<file path="src/sv/lds_pkg.sv">
// Package for the lax DER signature parser: phases, tags, status codes and sizes.
`default_nettype none

package lds_pkg;

   localparam int VALUE_BYTES = 32;
   localparam int VAL_W       = 256;
   localparam int WORD_W      = 64;
   localparam int NUM_WORDS   = 8;
   localparam int IDX_W       = 3;
   localparam int CNT_W       = $clog2(VALUE_BYTES + 2);
   localparam int LEFT_W      = 7;
   localparam int FLEN_W      = 24;
   localparam int MAX_LEN_BYTES = 4;

   localparam logic [7:0] TAG_SEQUENCE = 8'h30;
   localparam logic [7:0] TAG_INTEGER  = 8'h02;

   localparam logic [1:0] STATUS_REJECT   = 2'd0;
   localparam logic [1:0] STATUS_PARSED   = 2'd1;
   localparam logic [1:0] STATUS_TOO_LONG = 2'd2;

   typedef enum logic [3:0] {
      PH_SEQ_TAG  = 4'd0,
      PH_SEQ_LEN  = 4'd1,
      PH_SEQ_SKIP = 4'd2,
      PH_R_TAG    = 4'd3,
      PH_R_LEN    = 4'd4,
      PH_R_LONG   = 4'd5,
      PH_R_VAL    = 4'd6,
      PH_S_TAG    = 4'd7,
      PH_S_LEN    = 4'd8,
      PH_S_LONG   = 4'd9,
      PH_S_VAL    = 4'd10,
      PH_DONE     = 4'd11,
      PH_REJECT   = 4'd12
   } phase_type;

endpackage

`default_nettype wire

</file>
<file path="src/sv/lds_if.sv">
// Valid/ready channel interfaces for the signature byte input and the word output.
`default_nettype none

interface lds_req_if;
   import lds_pkg::*;
   logic       valid;
   logic       ready;
   logic [7:0] in_byte;
   logic       end_of_signature;

   modport source (output valid, in_byte, end_of_signature, input ready);
   modport sink   (input valid, in_byte, end_of_signature, output ready);
endinterface

interface lds_rsp_if;
   import lds_pkg::*;
   logic              valid;
   logic              ready;
   logic [IDX_W-1:0]  word_index;
   logic [WORD_W-1:0] word_value;
   logic [1:0]        parse_status;
   logic              last_word;

   modport source (output valid, word_index, word_value, parse_status, last_word,
                   input ready);
   modport sink   (input valid, word_index, word_value, parse_status, last_word,
                   output ready);
endinterface

`default_nettype wire

</file>
<file path="src/sv/lax_der_signature_parser_top.sv">
// Lax DER ECDSA signature parser: byte stream in, eight 64-bit words of R and S out.
//
// req_chan carries one signature byte per transaction with end_of_signature on
// the final byte of the buffer. Each byte taken steps the phase machine; value
// bytes after leading zeros, up to 32, are shifted into the R or S register.
// rsp_chan delivers eight transactions per signature, R then S, most significant
// word first, with the same status on each and last_word on the eighth.
// The first word is valid in the cycle after the final byte is taken.
// Throughput: one byte per cycle while req_chan.ready is high; the output buffer
// drains one word per cycle while rsp_chan.ready is high. The next signature's
// bytes are taken while words are still draining; only a final byte is held off
// (req_chan.ready low) while the previous eight words have not all left, so the
// output port paces the signature ends.
// When rsp_chan.ready is low the current word holds and the buffer waits.
// Reset (synchronous, active high) returns the parser to expecting the
// sequence tag, clears R, S and the flags, and empties the output buffer.
`default_nettype none

module lax_der_signature_parser_top
   import lds_pkg::*;
(
   input  wire logic  clock,
   input  wire logic  reset,
   lds_req_if.sink    req_chan,
   lds_rsp_if.source  rsp_chan
);

   phase_type             phase_ff, phase_in, phase_step;
   logic [LEFT_W-1:0]     left_ff, left_in, left_step;
   logic [FLEN_W-1:0]     flen_ff, flen_in, flen_step;
   logic [CNT_W-1:0]      cnt_ff, cnt_in, cnt_step;
   logic [VAL_W-1:0]      r_ff, r_in, r_step;
   logic [VAL_W-1:0]      s_ff, s_in, s_step;
   logic                  tl_ff, tl_in, tl_step;

   logic [2*VAL_W-1:0]    obuf_ff, obuf_in;
   logic [1:0]            ostat_ff, ostat_in;
   logic [IDX_W-1:0]      oidx_ff, oidx_in;
   logic                  busy_ff, busy_in;

   logic                  take, take_last, rsp_take, drain_done, is_s;
   logic [7:0]            b;
   logic [FLEN_W-1:0]     flen_long;
   logic [CNT_W-1:0]      cnt_sat;
   logic [1:0]            status_now;
   phase_type             phase_empty, phase_val;

   assign b          = req_chan.in_byte;
   assign rsp_take   = rsp_chan.valid && rsp_chan.ready;
   assign drain_done = rsp_take && (oidx_ff == IDX_W'(NUM_WORDS - 1));
   assign req_chan.ready = !busy_ff || !req_chan.end_of_signature || drain_done;
   assign take       = req_chan.valid && req_chan.ready;
   assign take_last  = take && req_chan.end_of_signature;

   assign is_s = (phase_ff == PH_S_LEN) || (phase_ff == PH_S_LONG) ||
                 (phase_ff == PH_S_VAL);
   assign phase_empty = is_s ? PH_DONE : PH_S_TAG;
   assign phase_val   = is_s ? PH_S_VAL : PH_R_VAL;
   assign flen_long   = {flen_ff[FLEN_W-9:0], b};
   assign cnt_sat     = (cnt_ff <= CNT_W'(VALUE_BYTES)) ? cnt_ff + 1'b1 : cnt_ff;

   // one byte through the phase machine
   always_comb begin
      phase_step = phase_ff;
      left_step  = left_ff;
      flen_step  = flen_ff;
      cnt_step   = cnt_ff;
      r_step     = r_ff;
      s_step     = s_ff;
      tl_step    = tl_ff;
      if (take) begin
         unique case (phase_ff) inside
            PH_SEQ_TAG: begin
               phase_step = (b == TAG_SEQUENCE) ? PH_SEQ_LEN : PH_REJECT;
            end
            PH_SEQ_LEN: begin
               if (b[7]) begin
                  left_step  = b[6:0];
                  phase_step = (b[6:0] == '0) ? PH_R_TAG : PH_SEQ_SKIP;
               end else begin
                  phase_step = PH_R_TAG;
               end
            end
            PH_SEQ_SKIP: begin
               left_step = left_ff - 1'b1;
               if (left_ff == LEFT_W'(1)) phase_step = PH_R_TAG;
            end
            PH_R_TAG: begin
               phase_step = (b == TAG_INTEGER) ? PH_R_LEN : PH_REJECT;
            end
            PH_S_TAG: begin
               phase_step = (b == TAG_INTEGER) ? PH_S_LEN : PH_REJECT;
            end
            PH_R_LEN, PH_S_LEN: begin
               cnt_step = '0;
               if (b[7]) begin
                  flen_step = '0;
                  if (b[6:0] == '0) begin
                     left_step  = '0;
                     phase_step = phase_empty;
                  end else begin
                     left_step  = b[6:0];
                     phase_step = is_s ? PH_S_LONG : PH_R_LONG;
                  end
               end else begin
                  flen_step  = FLEN_W'(b);
                  left_step  = '0;
                  phase_step = (b == '0) ? phase_empty : phase_val;
               end
            end
            PH_R_LONG, PH_S_LONG: begin
               if ((flen_ff == '0) && (b != '0) &&
                   (left_ff >= LEFT_W'(MAX_LEN_BYTES))) begin
                  phase_step = PH_REJECT;
               end else begin
                  if (!((flen_ff == '0) && (b == '0))) flen_step = flen_long;
                  left_step = left_ff - 1'b1;
                  if (left_ff == LEFT_W'(1)) begin
                     cnt_step   = '0;
                     left_step  = '0;
                     phase_step = (flen_step == '0) ? phase_empty : phase_val;
                  end
               end
            end
            PH_R_VAL, PH_S_VAL: begin
               if (!((cnt_ff == '0) && (b == '0))) begin
                  cnt_step = cnt_sat;
                  if (cnt_sat > CNT_W'(VALUE_BYTES)) begin
                     tl_step = 1'b1;
                  end else if (is_s) begin
                     s_step = {s_ff[VAL_W-9:0], b};
                  end else begin
                     r_step = {r_ff[VAL_W-9:0], b};
                  end
               end
               flen_step = flen_ff - 1'b1;
               if (flen_ff == FLEN_W'(1)) phase_step = phase_empty;
            end
            default: begin
            end
         endcase
      end
   end

   assign status_now = (phase_step != PH_DONE) ? STATUS_REJECT :
                       tl_step ? STATUS_TOO_LONG : STATUS_PARSED;

   // parser state clears after the final byte
   always_comb begin
      if (take_last) begin
         phase_in = PH_SEQ_TAG;
         left_in  = '0;
         flen_in  = '0;
         cnt_in   = '0;
         r_in     = '0;
         s_in     = '0;
         tl_in    = 1'b0;
      end else begin
         phase_in = phase_step;
         left_in  = left_step;
         flen_in  = flen_step;
         cnt_in   = cnt_step;
         r_in     = r_step;
         s_in     = s_step;
         tl_in    = tl_step;
      end
   end

   // output buffer: loads on the final byte, shifts one word per transaction
   always_comb begin
      obuf_in  = obuf_ff;
      ostat_in = ostat_ff;
      oidx_in  = oidx_ff;
      busy_in  = busy_ff;
      if (rsp_take) begin
         obuf_in = {obuf_ff[2*VAL_W-WORD_W-1:0], WORD_W'(0)};
         oidx_in = oidx_ff + 1'b1;
         if (drain_done) busy_in = 1'b0;
      end
      if (take_last) begin
         obuf_in  = (status_now == STATUS_PARSED) ? {r_step, s_step} : '0;
         ostat_in = status_now;
         oidx_in  = '0;
         busy_in  = 1'b1;
      end
   end

   always_ff @(posedge clock) begin
      if (reset) begin
         phase_ff <= PH_SEQ_TAG;
         left_ff  <= '0;
         flen_ff  <= '0;
         cnt_ff   <= '0;
         r_ff     <= '0;
         s_ff     <= '0;
         tl_ff    <= 1'b0;
         oidx_ff  <= '0;
         busy_ff  <= 1'b0;
      end else begin
         phase_ff <= phase_in;
         left_ff  <= left_in;
         flen_ff  <= flen_in;
         cnt_ff   <= cnt_in;
         r_ff     <= r_in;
         s_ff     <= s_in;
         tl_ff    <= tl_in;
         oidx_ff  <= oidx_in;
         busy_ff  <= busy_in;
      end
   end

   always_ff @(posedge clock) begin
      obuf_ff  <= obuf_in;
      ostat_ff <= ostat_in;
   end

   assign rsp_chan.valid        = busy_ff;
   assign rsp_chan.word_index   = oidx_ff;
   assign rsp_chan.word_value   = obuf_ff[2*VAL_W-1 -: WORD_W];
   assign rsp_chan.parse_status = ostat_ff;
   assign rsp_chan.last_word    = (oidx_ff == IDX_W'(NUM_WORDS - 1));

   a_load_starts_run: assert property (@(posedge clock) disable iff (reset)
      take_last |=> (rsp_chan.valid && (rsp_chan.word_index == '0)))
      else $error("run did not start at word 0 after final byte");

   a_parser_cleared: assert property (@(posedge clock) disable iff (reset)
      take_last |=> (phase_ff == PH_SEQ_TAG && !tl_ff && cnt_ff == '0))
      else $error("parser not cleared after final byte");

   a_status_code: assert property (@(posedge clock) disable iff (reset)
      rsp_chan.valid |-> (ostat_ff == STATUS_REJECT || ostat_ff == STATUS_PARSED ||
                          ostat_ff == STATUS_TOO_LONG))
      else $error("invalid status code");

   a_zero_unless_parsed: assert property (@(posedge clock) disable iff (reset)
      (rsp_chan.valid && ostat_ff != STATUS_PARSED) |-> (rsp_chan.word_value == '0))
      else $error("nonzero word on failed parse");

   a_no_overrun: assert property (@(posedge clock) disable iff (reset)
      (busy_ff && !drain_done) |-> !take_last)
      else $error("final byte taken while buffer still full");

endmodule

`default_nettype wire
</file>
<file path="src/flat_wrapper.sv">
// flat-port wrapper written by rule: the top's interface ports become plain ports
module lax_der_signature_parser_top_flat import lds_pkg::*;
  (clock, reset, req_chan_valid, req_chan_in_byte, req_chan_end_of_signature, req_chan_ready, rsp_chan_valid, rsp_chan_word_index, rsp_chan_word_value, rsp_chan_parse_status, rsp_chan_last_word, rsp_chan_ready);
  lds_req_if req_chan_i ();
  lds_rsp_if rsp_chan_i ();
  input  wire logic clock;
  input  wire logic reset;
  input wire logic [$bits(req_chan_i.valid)-1:0] req_chan_valid;
  input wire logic [$bits(req_chan_i.in_byte)-1:0] req_chan_in_byte;
  input wire logic [$bits(req_chan_i.end_of_signature)-1:0] req_chan_end_of_signature;
  output wire logic [$bits(req_chan_i.ready)-1:0] req_chan_ready;
  output wire logic [$bits(rsp_chan_i.valid)-1:0] rsp_chan_valid;
  output wire logic [$bits(rsp_chan_i.word_index)-1:0] rsp_chan_word_index;
  output wire logic [$bits(rsp_chan_i.word_value)-1:0] rsp_chan_word_value;
  output wire logic [$bits(rsp_chan_i.parse_status)-1:0] rsp_chan_parse_status;
  output wire logic [$bits(rsp_chan_i.last_word)-1:0] rsp_chan_last_word;
  input wire logic [$bits(rsp_chan_i.ready)-1:0] rsp_chan_ready;
  assign req_chan_i.valid = req_chan_valid;
  assign req_chan_i.in_byte = req_chan_in_byte;
  assign req_chan_i.end_of_signature = req_chan_end_of_signature;
  assign req_chan_ready = req_chan_i.ready;
  assign rsp_chan_valid = rsp_chan_i.valid;
  assign rsp_chan_word_index = rsp_chan_i.word_index;
  assign rsp_chan_word_value = rsp_chan_i.word_value;
  assign rsp_chan_parse_status = rsp_chan_i.parse_status;
  assign rsp_chan_last_word = rsp_chan_i.last_word;
  assign rsp_chan_i.ready = rsp_chan_ready;
  lax_der_signature_parser_top u_core (.clock(clock), .reset(reset), .req_chan(req_chan_i), .rsp_chan(rsp_chan_i));
endmodule
</file>
<file path="config.mk">
export PLATFORM = sky130hd
export DESIGN_NAME = lax_der_signature_parser_top_flat
export DESIGN_NICKNAME = d
export VERILOG_FILES = /design/src/sv/lds_pkg.sv /design/src/sv/lds_if.sv /design/src/sv/lax_der_signature_parser_top.sv /design/src/flat_wrapper.sv
export SDC_FILE = /design/constraint.sdc
export NUM_CORES = 2
export LEC_CHECK = 0
export ABC_CLOCK_PERIOD_IN_PS = 24100
export BUFFER_PORTS_ARGS = -buffer_cell sky130_fd_sc_hd__buf_2
export CAP_MARGIN = 20
export CORE_MARGIN = 10
export CORE_UTILIZATION = 55
export DETAILED_ROUTE_END_ITERATION = 7
export GPL_TIMING_DRIVEN = 0
export PLACE_DENSITY = 0.82
export SLEW_MARGIN = 20
export SYNTH_ARGS = -nofsm -noshare
export SYNTH_HDL_FRONTEND = slang
export SYNTH_SLANG_ARGS = --single-unit
</file>
<file path="constraint.sdc">
create_clock -name clock -period 24.1 [get_ports clock]
set_clock_uncertainty 0.2 [all_clocks]
set_input_delay 1.205 -clock clock [delete_from_list [all_inputs] [get_ports clock]]
set_output_delay 1.205 -clock clock [all_outputs]
set_load 0.05 [all_outputs]
</file>
==> impl_metrics.json <==
{
  "routed-via-count": 27840,
  "die_x_um": 295.1,
  "r2r-end": "u_core.obuf_ff[34]",
  "period_share": 0.2202,
  "avgRoutedWirePerCell_um": 20.54,
  "ys_ff_latch": 1072,
  "hold_start": "u_core.rsp_chan.word_index[2]",
  "dr.pass1.iters": 6,
  "via_per_inst": 5.597,
  "hold_viol": 0,
  "ys_seq_area_frac": 0.6393,
  "crit_path_end_kind": "flop",
  "power.total_mw": 3.823,
  "cp_cell_sequence": "ha_1, ha_1, a21bo_2, o21a_1, nand2_1, clkbuf_1, clkbuf_1, clkbuf_1, nand2_4, buf_12, buf_16, buf_16",
  "synth_compound_area_frac": 0.07622,
  "status": "finished, final reports clean",
  "use_met2": 0.4141,
  "layout.nets": 3941,
  "period_minus_slack_ns": 5.308,
  "p_comb_frac": 0.068,
  "critical_path.max_stage_delay_ns": 0.89,
  "die_area_um2": 87060,
  "critPathMostFrequentCell": "clkbuf_1",
  "clock.fmax_ghz": 0.1884,
  "crit_path_start_kind": "flop",
  "setup_viol": 0,
  "path_class": "reg2reg",
  "top_usage_layer": "met2",
  "grt_pass1_wl_um": 155900,
  "clk_pin_slew_worst_paths_ns": 0.06,
  "synthMuxAreaShare": 0.1237,
  "yosysMostFrequentCell": "nor2_1",
  "synthSimpleGateAreaFrac": 0.1149,
  "initialDrtViolationCount": 2368,
  "p_int_mw": 2.945,
  "rsz0062_at_grt": "no",
  "fin_util": 0.6258,
  "post-route-drc-count": 0,
  "numCtsBuffers": 99,
  "antenna_found_initial": 1,
  "holdPathStages": 2,
  "synthFlopType": "dfxtp_1",
  "wl_um": 102200,
  "yosysTopAreaCell": "edfxtp_1",
  "synth_area_leaders": "edfxtp_1, dfxtp_1, mux2i_1",
  "syn_area_per_cell_um2": 11.17,
  "initial_core_util": 0.5571,
  "crit_fanout": 59,
  "area_delta_synth_final_pct": 12.34,
  "syn_nets": 3750,
  "synth_adder_area_share": 0.003007,
  "ys_types": 60,
  "io_pins": 85,
  "powerDensity_nw_per_um2": 81.78,
  "synth-xor-area-share": 0.001894,
  "fin_setup_tns_ns": 0,
  "synth_area_um2": 41610,
  "post_cts_buffers": 0,
  "r2r_start": "u_core.rsp_chan.word_index[0]",
  "post_cts_resized": 0,
  "whs_endpoint": "u_core.rsp_chan.word_index[2]",
  "async_flop_share": 0,
  "synthCells": 3727,
  "gr-total-overflow": 0,
  "met1_usage": 0.2659,
  "core_um2": 74700,
  "synth_warnings": 0,
  "pwr-share-seq": 0.526,
  "cpMaxStageDelayCell": "clkbuf_1",
  "clk_path_buf_depth": 3,
  "min_path_type": "reg2reg",
  "grt_max_degree": 63,
  "gp_congestion": 0.9277,
  "slew_violations": 0,
  "grt_usage": 0.2295,
  "use_met3": 0.02978,
  "synth_top_family_by_area": "multiplexers",
  "seqCellArea_um2": 26610,
  "grt_pass1_vias": 27520,
  "max-slew-margin-rel": 0.2024,
  "htreeDepth": 3,
  "ir_drop_uv": 57.00,
  "worst_slew_pin_slew_ns": 1.184,
  "cts_tree": "yes",
  "multi_input_area_um2": 13320,
  "die_y_um": 295.1,
  "synth_edf_count": 514,
  "clkSinkCount": 1072,
  "clock_latency_ns": 0.66,
  "switching_share": 0.2297,
  "r2r_setup_slack_ns": 18.79,
  "synth_common_cells": "nor2_1, dfxtp_1, edfxtp_1, mux2i_1, nand2_1",
  "p_leak_nw": 15.75,
  "rr_worst_depth": 12,
  "ant_nets": 0,
  "yosysTopAreaCellShare": 0.3709,
  "final_layout_size_suffix_gt1_frac": 0.1079,
  "dp_hpwl_um": 74770,
  "rows": 100,
  "portBuffers": 80,
  "crit_required_ns": 24.29,
  "p_clk_frac": 0.405,
  "cts_root_buffer": "clkbuf_16",
  "nFillCells": 5595,
  "hold_buffers": 0,
  "arrival_ns": 5.50,
  "maxCapViolCount": 0,
  "p_switching_mw": 0.8779
}
==> sequential cells by signal, indices dropped and copies added, names as in the netlist <==
register and flops:
u_core.rsp_chan.valid 1, u_core.s_ff 256, u_core.rsp_chan.word_index 3, u_core.obuf_ff 512, u_core.left_ff 7, u_core.flen_ff 24, u_core.r_ff 256, u_core.tl_ff 1
u_core.rsp_chan.parse_status 2, u_core.phase_ff 4, u_core.cnt_ff 6
==> critical path: cells and delay by family, from the launching register on <==
family                   cells  cell delay (ns)
buffers and inverters        6             2.88
AND/OR/NAND/NOR              2             0.57
AO/OA/AOI/OAI                2             0.55
adder cells (fa/ha/maj)      2             0.41
flip-flops                   1             0.34
==> worst max-delay path by stage <==
stage,end,cells past startpoint,slack [ns],startpoint
2_1_floorplan,u_core.obuf_ff[0],9,9.32,u_core.rsp_chan.word_index[0]
3_3_place_gp,u_core.obuf_ff[32],8,3.95,rsp_chan_ready
3_5_place_dp,u_core.obuf_ff[34],11,18.27,rsp_chan_ready
4_1_cts,u_core.obuf_ff[62],12,18.82,u_core.rsp_chan.word_index[0]
5_1_grt,u_core.obuf_ff[38],12,18.63,u_core.rsp_chan.word_index[0]
6_report,u_core.obuf_ff[34],12,18.79,u_core.rsp_chan.word_index[0]
==> layer usage <==
metal,up-vias,part of all wire,wire [µm]
met5,-,0,0
met4,0,0.054,5502
met3,280,0.049,5013
met2,1015,0.50,51580
met1,13250,0.39,40060
li1,13300,-,-
==> through the flow <==
stage | worst slack [ns] | area, µm² | hold WS (ns) | std cells
2_1_floorplan | 9.324 | 41610 | 0.2582 | 3727
3_3_place_gp | 3.953 | 43230 | 0.2642 | 4776
3_5_place_dp | 18.27 | 43490 | 0.2782 | 4786
4_1_cts | 18.82 | 46740 | 0.2872 | 4973
5_1_grt | 18.63 | 46740 | 0.3131 | 4973
6_report | 18.79 | 46750 | 0.2821 | 4974
==> cells in the final DEF (no fill, tap or decap), types with 4 or more instances in the layout <==
| cell type | netlist | layout |
|---|---|---|
| clkbuf_8 | 0 | 16 |
| clkinv_1 | 0 | 7 |
| bufinv_16 | 0 | 4 |
| buf_2 | 60 | 140 |
| a211oi_1 | 8 | 8 |
| xor2_1 | 8 | 8 |
| nor2_1 | 630 | 630 |
| ha_1 | 10 | 10 |
| inv_6 | 0 | 4 |
| edfxtp_1 | 514 | 514 |
| a22oi_1 | 17 | 17 |
| a21oi_1 | 40 | 40 |
| o21ai_0 | 66 | 66 |
| clkinvlp_4 | 0 | 5 |
| nand2_1 | 494 | 493 |
| dfxtp_1 | 558 | 558 |
| clkbuf_1 | 133 | 161 |
| nand3_1 | 11 | 11 |
| and3_1 | 5 | 5 |
| a32o_1 | 5 | 5 |
| nand3b_1 | 4 | 4 |
| buf_16 | 0 | 7 |
| clkinv_2 | 0 | 17 |
| mux2i_1 | 513 | 513 |
| or3_1 | 5 | 5 |
| a22o_1 | 8 | 8 |
| o21ai_1 | 422 | 422 |
| nor4_1 | 9 | 8 |
| buf_4 | 115 | 115 |
| inv_1 | 11 | 11 |
| nor3_1 | 22 | 22 |
| clkbuf_16 | 0 | 103 |
| nand2b_1 | 9 | 9 |
| nor2b_1 | 4 | 4 |
==> cells by family after synthesis <==
kind of cell	Yosys count
AO/OA/AOI/OAI	591
multiplexers	514
flip-flops	1072
buffers and inverters	319
AND/OR/NAND/NOR	1212
XOR/XNOR	9
adder cells (fa/ha/maj)	10
==> area by class of cell <==
type,count,share of cell area
Sequential cell,1072,0.5691
Timing Repair Buffer,90,0.01397
Clock inverter,40,0.007467
Inverter,11,0.0008833
Clock buffer,147,0.06210
Multi-Input combinational cell,2336,0.2849
Antenna cell,1,0.00005353
Buffer,308,0.03557
Tap cell,969,0.02594
==> power groups by stage <==
stage / clock network, mW / registers [mW] / logic [mW]
2_1_floorplan: 0 / 2.08 / 0.175
3_3_place_gp: 0 / 2.10 / 0.244
3_5_place_dp: 0 / 2.05 / 0.256
4_1_cts: 1.56 / 2.01 / 0.258
5_1_grt: 1.64 / 2.02 / 0.283
6_report: 1.55 / 2.01 / 0.261
Note: power is estimated with default switching activity, not from simulation.
